## src/rtl/ccc_pkg.sv

```systemverilog
// Shared types, constants and helpers for the calendar clock counter.
// No dependencies; every other rtl file imports this package.

package ccc_pkg;

	// field widths
	localparam int unsigned YEAR_W   = 14;
	localparam int unsigned MONTH_W  = 4;
	localparam int unsigned DAY_W    = 5;
	localparam int unsigned HOUR_W   = 5;
	localparam int unsigned MINUTE_W = 6;
	localparam int unsigned SECOND_W = 6;
	localparam int unsigned ACTION_W = 2;
	localparam int unsigned TIME_W   = YEAR_W + MONTH_W + DAY_W + HOUR_W + MINUTE_W + SECOND_W;
	localparam int unsigned TDATA_W  = ((TIME_W + 7) / 8) * 8;
	localparam int unsigned FLAGS_W  = 2;

	// item kinds carried on tuser
	typedef enum logic [ACTION_W-1:0] {
		ACT_TICK    = 2'd0,
		ACT_LOAD    = 2'd1,
		ACT_COMPARE = 2'd2
	} action_t;

	// calendar limits
	localparam logic [YEAR_W-1:0]   YEAR_LAST   = 14'd9999;
	localparam logic [MONTH_W-1:0]  MONTH_FIRST = 4'd1;
	localparam logic [MONTH_W:0]    MONTH_LAST  = 5'd12;
	localparam logic [DAY_W-1:0]    DAY_FIRST   = 5'd1;
	localparam logic [HOUR_W-1:0]   HOUR_LAST   = 5'd23;
	localparam logic [MINUTE_W-1:0] MINUTE_LAST = 6'd59;
	localparam logic [SECOND_W-1:0] SECOND_LAST = 6'd59;
	localparam logic [DAY_W-1:0]    FEB_LEAP    = 5'd29;
	localparam logic [DAY_W-1:0]    FEB_COMMON  = 5'd28;
	localparam logic [MONTH_W-1:0]  MONTH_FEB   = 4'd2;

	// divisibility by 25 via modular inverse: y*inv mod 2^14 <= (2^14-1)/25
	localparam logic [YEAR_W-1:0] DIV25_INV = 14'd7209;
	localparam logic [YEAR_W-1:0] DIV25_LIM = 14'd655;

	// stored time; year in the top bits so a packed compare orders by date
	typedef struct packed {
		logic [YEAR_W-1:0]   year;
		logic [MONTH_W-1:0]  month;
		logic [DAY_W-1:0]    day;
		logic [HOUR_W-1:0]   hour;
		logic [MINUTE_W-1:0] minute;
		logic [SECOND_W-1:0] second;
	} cal_time_t;

	// result of one step
	typedef struct packed {
		cal_time_t now;
		logic      is_equal;
		logic      is_earlier;
	} step_res_t;

	localparam cal_time_t TIME_RESET = '{
		year:   14'd2222,
		month:  4'd2,
		day:    5'd22,
		hour:   5'd2,
		minute: 6'd2,
		second: 6'd2
	};

	// days per month; February gives its common length, invalid months 31
	function automatic logic [DAY_W-1:0] month_days(input logic [MONTH_W-1:0] m);
		logic [DAY_W-1:0] d;
		case (m)
			4'd1:    d = 5'd31;
			4'd2:    d = FEB_COMMON;
			4'd3:    d = 5'd31;
			4'd4:    d = 5'd30;
			4'd5:    d = 5'd31;
			4'd6:    d = 5'd30;
			4'd7:    d = 5'd31;
			4'd8:    d = 5'd31;
			4'd9:    d = 5'd30;
			4'd10:   d = 5'd31;
			4'd11:   d = 5'd30;
			4'd12:   d = 5'd31;
			default: d = 5'd31;
		endcase
		return d;
	endfunction

endpackage

```

## src/rtl/calendar_clock_counter.sv

```systemverilog
// Top level of the Gregorian real-time clock calendar with stream ports.
// Depends on ccc_pkg and ccc_step.
//
//  port group  | dir | tdata                          | tuser
//  s_axis      | in  | given time (40 bits)           | action (2 bits)
//  m_axis      | out | time after the step (40 bits)  | is_equal, is_earlier
//
// One item per cycle while results are taken: an item sits in the input register, where
// the step logic (leap multiply, carry chain, compare) turns it into the
// next time, then holds in the result register until taken.
// Reset loads 2222-02-22 02:02:02 and empties both registers.
// A stalled result holds the input register; s_axis_tready stays high
// while the input register is empty or moves on in the same cycle.

module calendar_clock_counter import ccc_pkg::*; (
	input  logic                clk,
	input  logic                arst_n,
	input  logic                s_axis_tvalid,
	output logic                s_axis_tready,
	// year[13:0], month[17:14], day[22:18], hour[27:23], minute[33:28], second[39:34]
	input  logic [TDATA_W-1:0]  s_axis_tdata,
	// action[1:0]
	input  logic [ACTION_W-1:0] s_axis_tuser,
	output logic                m_axis_tvalid,
	input  logic                m_axis_tready,
	// year[13:0], month[17:14], day[22:18], hour[27:23], minute[33:28], second[39:34]
	output logic [TDATA_W-1:0]  m_axis_tdata,
	// is_equal[0], is_earlier[1]
	output logic [FLAGS_W-1:0]  m_axis_tuser
);

	logic                valid_s1;
	logic [ACTION_W-1:0] action_s1;
	cal_time_t           given_s1;
	cal_time_t           cur_q;
	logic                out_valid_q;
	step_res_t           out_q;
	step_res_t           res;
	cal_time_t           given_in;
	logic                out_free;
	logic                advance;
	logic                s_accept;

	// unpack the incoming word, year in the lowest bits
	assign given_in.year   = s_axis_tdata[13:0];
	assign given_in.month  = s_axis_tdata[17:14];
	assign given_in.day    = s_axis_tdata[22:18];
	assign given_in.hour   = s_axis_tdata[27:23];
	assign given_in.minute = s_axis_tdata[33:28];
	assign given_in.second = s_axis_tdata[39:34];

	// handshake
	assign out_free      = ~out_valid_q | m_axis_tready;
	assign advance       = valid_s1 & out_free;
	assign s_axis_tready = ~valid_s1 | out_free;
	assign s_accept      = s_axis_tvalid & s_axis_tready;

	// input register
	always_ff @(posedge clk or negedge arst_n) begin
		if (!arst_n) begin
			valid_s1 <= 1'b0;
		end else if (s_axis_tready) begin
			valid_s1 <= s_axis_tvalid;
		end
	end

	always_ff @(posedge clk) begin
		if (s_accept) begin
			action_s1 <= s_axis_tuser;
			given_s1  <= given_in;
		end
	end

	ccc_step u_step (
		.cur    (cur_q),
		.action (action_s1),
		.given  (given_s1),
		.res    (res)
	);

	// clock state
	always_ff @(posedge clk or negedge arst_n) begin
		if (!arst_n) begin
			cur_q <= TIME_RESET;
		end else if (advance) begin
			cur_q <= res.now;
		end
	end

	// result register
	always_ff @(posedge clk or negedge arst_n) begin
		if (!arst_n) begin
			out_valid_q <= 1'b0;
		end else if (out_free) begin
			out_valid_q <= valid_s1;
		end
	end

	always_ff @(posedge clk) begin
		if (advance) begin
			out_q <= res;
		end
	end

	// pack the result word
	assign m_axis_tvalid = out_valid_q;
	assign m_axis_tdata  = {out_q.now.second, out_q.now.minute, out_q.now.hour,
	                        out_q.now.day, out_q.now.month, out_q.now.year};
	assign m_axis_tuser  = {out_q.is_earlier, out_q.is_equal};

endmodule

```

## src/rtl/ccc_leap.sv

```systemverilog
// Gregorian leap-year detect for a 14-bit year.
// Depends on ccc_pkg (widths, divide-by-25 constants).

module ccc_leap import ccc_pkg::*; (
	input  logic [YEAR_W-1:0] year,
	output logic              leap
);

	logic [YEAR_W-1:0] prod;
	logic              div4;
	logic              div16;
	logic              div25;

	// exact divisibility test by 25, one low-half multiply and a compare
	assign prod  = YEAR_W'(year * DIV25_INV);
	assign div25 = (prod <= DIV25_LIM);
	assign div4  = (year[1:0] == 2'd0);
	assign div16 = (year[3:0] == 4'd0);

	// by 4 and not by 100, or by 400 (= by 16 and 25)
	assign leap = div4 & (~div25 | div16);

endmodule

```

## src/rtl/ccc_step.sv

```systemverilog
// Next-state and compare logic for one item: tick carry chain, load, compare.
// Depends on ccc_pkg and ccc_leap.

module ccc_step import ccc_pkg::*; (
	input  cal_time_t               cur,
	input  logic [ACTION_W-1:0]     action,
	input  cal_time_t               given,
	output step_res_t               res
);

	logic              leap;
	logic [DAY_W-1:0]  days;
	logic              sec_wrap;
	logic              min_wrap;
	logic              hour_wrap;
	logic              day_roll;
	logic [MONTH_W:0]  month_inc;
	cal_time_t         ticked;

	ccc_leap u_leap (
		.year (cur.year),
		.leap (leap)
	);

	// length of the current month
	always_comb begin
		days = month_days(cur.month);
		if (cur.month == MONTH_FEB) begin
			days = leap ? FEB_LEAP : FEB_COMMON;
		end
	end

	assign sec_wrap  = (cur.second >= SECOND_LAST);
	assign min_wrap  = (cur.minute >= MINUTE_LAST);
	assign hour_wrap = (cur.hour >= HOUR_LAST);
	assign day_roll  = (cur.day >= days);
	assign month_inc = {1'b0, cur.month} + {{MONTH_W{1'b0}}, day_roll};

	// one-second advance with carries
	always_comb begin
		ticked = cur;
		if (!sec_wrap) begin
			ticked.second = cur.second + 1'b1;
		end else begin
			ticked.second = '0;
			if (!min_wrap) begin
				ticked.minute = cur.minute + 1'b1;
			end else begin
				ticked.minute = '0;
				if (!hour_wrap) begin
					ticked.hour = cur.hour + 1'b1;
				end else begin
					ticked.hour = '0;
					ticked.day  = day_roll ? DAY_FIRST : cur.day + 1'b1;
					// month past December, also a stale one, wraps the year
					if (month_inc > MONTH_LAST) begin
						ticked.month = MONTH_FIRST;
						ticked.year  = (cur.year >= YEAR_LAST) ? '0 : cur.year + 1'b1;
					end else begin
						ticked.month = month_inc[MONTH_W-1:0];
					end
				end
			end
		end
	end

	// select by item kind
	always_comb begin
		res.now        = cur;
		res.is_equal   = 1'b0;
		res.is_earlier = 1'b0;
		case (action)
			ACT_TICK: begin
				res.now = ticked;
			end
			ACT_LOAD: begin
				res.now = given;
			end
			ACT_COMPARE: begin
				res.is_equal   = (cur == given);
				res.is_earlier = (cur < given);
			end
			default: begin
				res.now = cur;
			end
		endcase
	end

endmodule

```

## config.mk

```make
export PLATFORM = sky130hd
export DESIGN_NAME = calendar_clock_counter
export DESIGN_NICKNAME = d
export VERILOG_FILES = /design/src/rtl/ccc_pkg.sv /design/src/rtl/calendar_clock_counter.sv /design/src/rtl/ccc_leap.sv /design/src/rtl/ccc_step.sv
export SDC_FILE = /design/constraint.sdc
export NUM_CORES = 1
export LEC_CHECK = 0
export BUFFER_PORTS_ARGS = -buffer_cell sky130_fd_sc_hd__buf_2
export CAP_MARGIN = 20
export CORE_MARGIN = 4
export CORE_UTILIZATION = 30
export CTS_BUF_LIST = sky130_fd_sc_hd__clkbuf_8
export CTS_CLUSTER_DIAMETER = 150
export DETAILED_ROUTE_END_ITERATION = 8
export PLACE_DENSITY_LB_ADDON = 0.1
export SYNTH_ARGS = -nofsm -noshare
export SYNTH_HDL_FRONTEND = slang
export SYNTH_SLANG_ARGS = --single-unit
```

## constraint.sdc

```tcl
create_clock -name clk -period 8.6 [get_ports clk]
set_input_delay 1.29 -clock clk [delete_from_list [all_inputs] [get_ports clk]]
set_output_delay 1.29 -clock clk [all_outputs]
set_load 0.005 [all_outputs]
```

==> metrics.cfg <==
[outcome]
status = finished clean

[sta]
fin_hold_ws_ns = 0.506
rsz0062_at_grt = no
finalCritPeriodShare = 0.836
fin_worst_skew_ns = 0.0182
tightest_slew_ns = 1.07
hold_viol = 0
fmax_mhz = 139
setup_viol = 0
fin_tns_setup_ns = 0
drv_slew = 0
finalWorstSetupSlack_ns = 1.41
max_slew_margin = 0.281
layout_min_cycle_time_ns = 7.19

[place]
dpl.hpwl_mm = 17.1
routabilityCongestion = 0.815
port_buffers = 89
preCtsSetupSlack_ns = 1.42

[pwr]
p_per_area_mw_per_mm2 = 304
leakage_nw = 4.00
peakVddDrop_uv = 203

[synthesis]
synthFlopType = edfxtp_1
yosysWarnings = 0
synth_seq_cells = 126
seq_area_frac_synth = 0.440
syn_nets = 945
synth_area_mm2 = 0.00817
synth_area_leaders = edfxtp_1 (31%), ha_1 (13%), dfrtp_1 (8.9%)
syn_area_per_cell_um2 = 10.2
synth-async-reset-ratio = 0.333
synth_cells = 800
yosysUniqueCellTypes = 72
synth-edff-count = 84
netlist.top_cell.by_area = edfxtp_1
synth_top_area_frac = 0.309

[setup_path]
cp-end-kind = register
path_delay_family = adder cells
critPathKind = register to register
arrival_ns = 7.41
crit_path_max_fanout = 14
cpMostUsedCell = ha_1
path_buf_inv = 0
slowest_delay_ns = 0.66
crit_slowest_cell = dfrtp_1
setup.worst_path.start_class = register
crit_chain = fa_1 -> ha_1 -> ha_1 -> fa_1 -> fa_1 -> ha_1 -> nand2b_1 -> o21ai_0 -> o22a_1 -> nor4_1 -> a31oi_1 -> ha_1 -> nand2b_1 -> a21oi_1 -> nor2_1 -> ha_1 -> ha_1 -> xnor2_1 -> or4_4 -> a21o_4 -> o21ai_2 -> o21ai_0 -> a221o_1
cp.required_ns = 8.82

[clocking]
htree_levels = 4
tritoncts = yes
path_clk_slew_ns = 0.09
cts_resized = 0
post_cts_buffers = 0
cts_buffers = 17
cts_sinks = 126
clk_path_buf_depth = 2
clk_latency_ns = 0.46
clockRootBuffer = clkbuf_8
ctsHoldBuffers = 0

[grt]
grt_pass1_vias = 6408
gr-total-overflow = 0
grt_pass1_wl_mm = 38.2
grt_max_degree = 68
grt_antenna_before_repair = 0
gr-usage-all-layers = 0.164

[layout]
nets = 1031
nFillCells = 2786
drive_above_1_share = 0.187
most-common-layout-cells = buf_2 (89), ha_1 (88), inv_1 (84), edfxtp_1 (84), nand2_1 (59)
antenna_cells = 0
syn2layout_area_growth_pct = 14.6
final_common_cell = buf_2

[floorplan]
io_pins = 90
initial_core_util = 0.304
die_w_um = 173
design.core.area_mm2 = 0.0269
dieArea_mm2 = 0.0299
rows = 60
die_h_um = 173

[route]
drt_iter0_markers = 467
ant_nets = 0
drc = 0
post_drt_wl_per_cell_um = 19.8
dr.pass1.iters = 5
vias = 6464
via_per_inst = 5.21
wirelength_mm = 24.5

[flow_run]
maxCapViolations = 0

[min_path]
min_path_type = register to register

-- power breakdown --
part / total, W / internal, W / switching [W]
Sequential: 0.000934 / 0.000779 / 0.000155
Combinational: 0.00138 / 0.000639 / 0.000739
Clock: 0.000527 / 0.000238 / 0.000289
Total: 0.00284 / 0.00166 / 0.00118
-- flip-flops by register name, indices dropped and copies added (netlist names) --
register	flops
m_axis_tvalid	1
valid_s1	1
m_axis_tdata	40
cur_q	40
given_s1	40
action_s1	2
m_axis_tuser	2
-- layout make-up --
class	instances	area [um^2]	area share
Inverter	85	319	0.0341
Tap cell	341	427	0.0456
Multi-Input combinational cell	558	4120	0.440
Clock inverter	15	153	0.0163
Sequential cell	126	3590	0.384
Clock buffer	17	234	0.0250
Timing Repair Buffer	98	513	0.0548
-- cell families after synthesis --
group           Yosys count  share of synthesized area
compound gates          229                      0.185
fa+ha+maj                99                      0.162
buf+inv                 116                     0.0561
simple gates            203                      0.125
flops                   126                      0.440
mux                      11                     0.0150
xor+xnor                 16                     0.0172
-- worst paths after layout --
check / startpoint / endpoint / slack (ns) / depth (start not counted)
max in group asynchronous: arst_n / cur_q[10] / 7.20 / 2
worst max-delay path: cur_q[26] / m_axis_tdata[8] / 1.41 / 23
worst min-delay path: cur_q[1] / cur_q[1] / 0.51 / 2
worst max register to register: cur_q[26] / m_axis_tdata[8] / 1.41 / 23
worst min register to register: cur_q[1] / cur_q[1] / 0.51 / 2
min in group asynchronous: arst_n / cur_q[26] / 0.96 / 2
-- synth_stat cells (12+ instances only) --
master    number
ha_1          88
edfxtp_1      84
inv_1         84
nand2_1       59
o21ai_0       53
a21oi_1       48
nor2_1        43
dfrtp_1       29
clkbuf_1      21
nand3_1       21
nand4_1       17
a31oi_1       16
xnor2_1       16
a21o_1        15
a22oi_1       13
dfstp_2       13
nor3_1        13
o22ai_1       12
-- tightest hold or removal path, stage by stage (launching register included) --
cell and delay, ns:
dfstp_2 0.40, nand2_1 0.06, nand2_1 0.05
-- metrics by stage --
step                cell area [um^2]   util  power, W  std cells
floorplan                       8170      -   0.00196        800
global placement                8970  0.334   0.00234       1208
detailed placement              8970  0.334   0.00233       1208
CTS                             9350  0.348   0.00288       1240
global route                    9350  0.348   0.00314       1240
finish                          9350  0.348   0.00284       1240
-- per-layer routing --
layer,global-route usage,vias up,share of wire
met5,0,-,0
li1,-,3159,-
met2,0.242,180,0.43
met1,0.245,3113,0.51
met3,0.0369,12,0.050
met4,0.0343,0,0.0087
No activity file was read; power rests on OpenSTA's default activity.
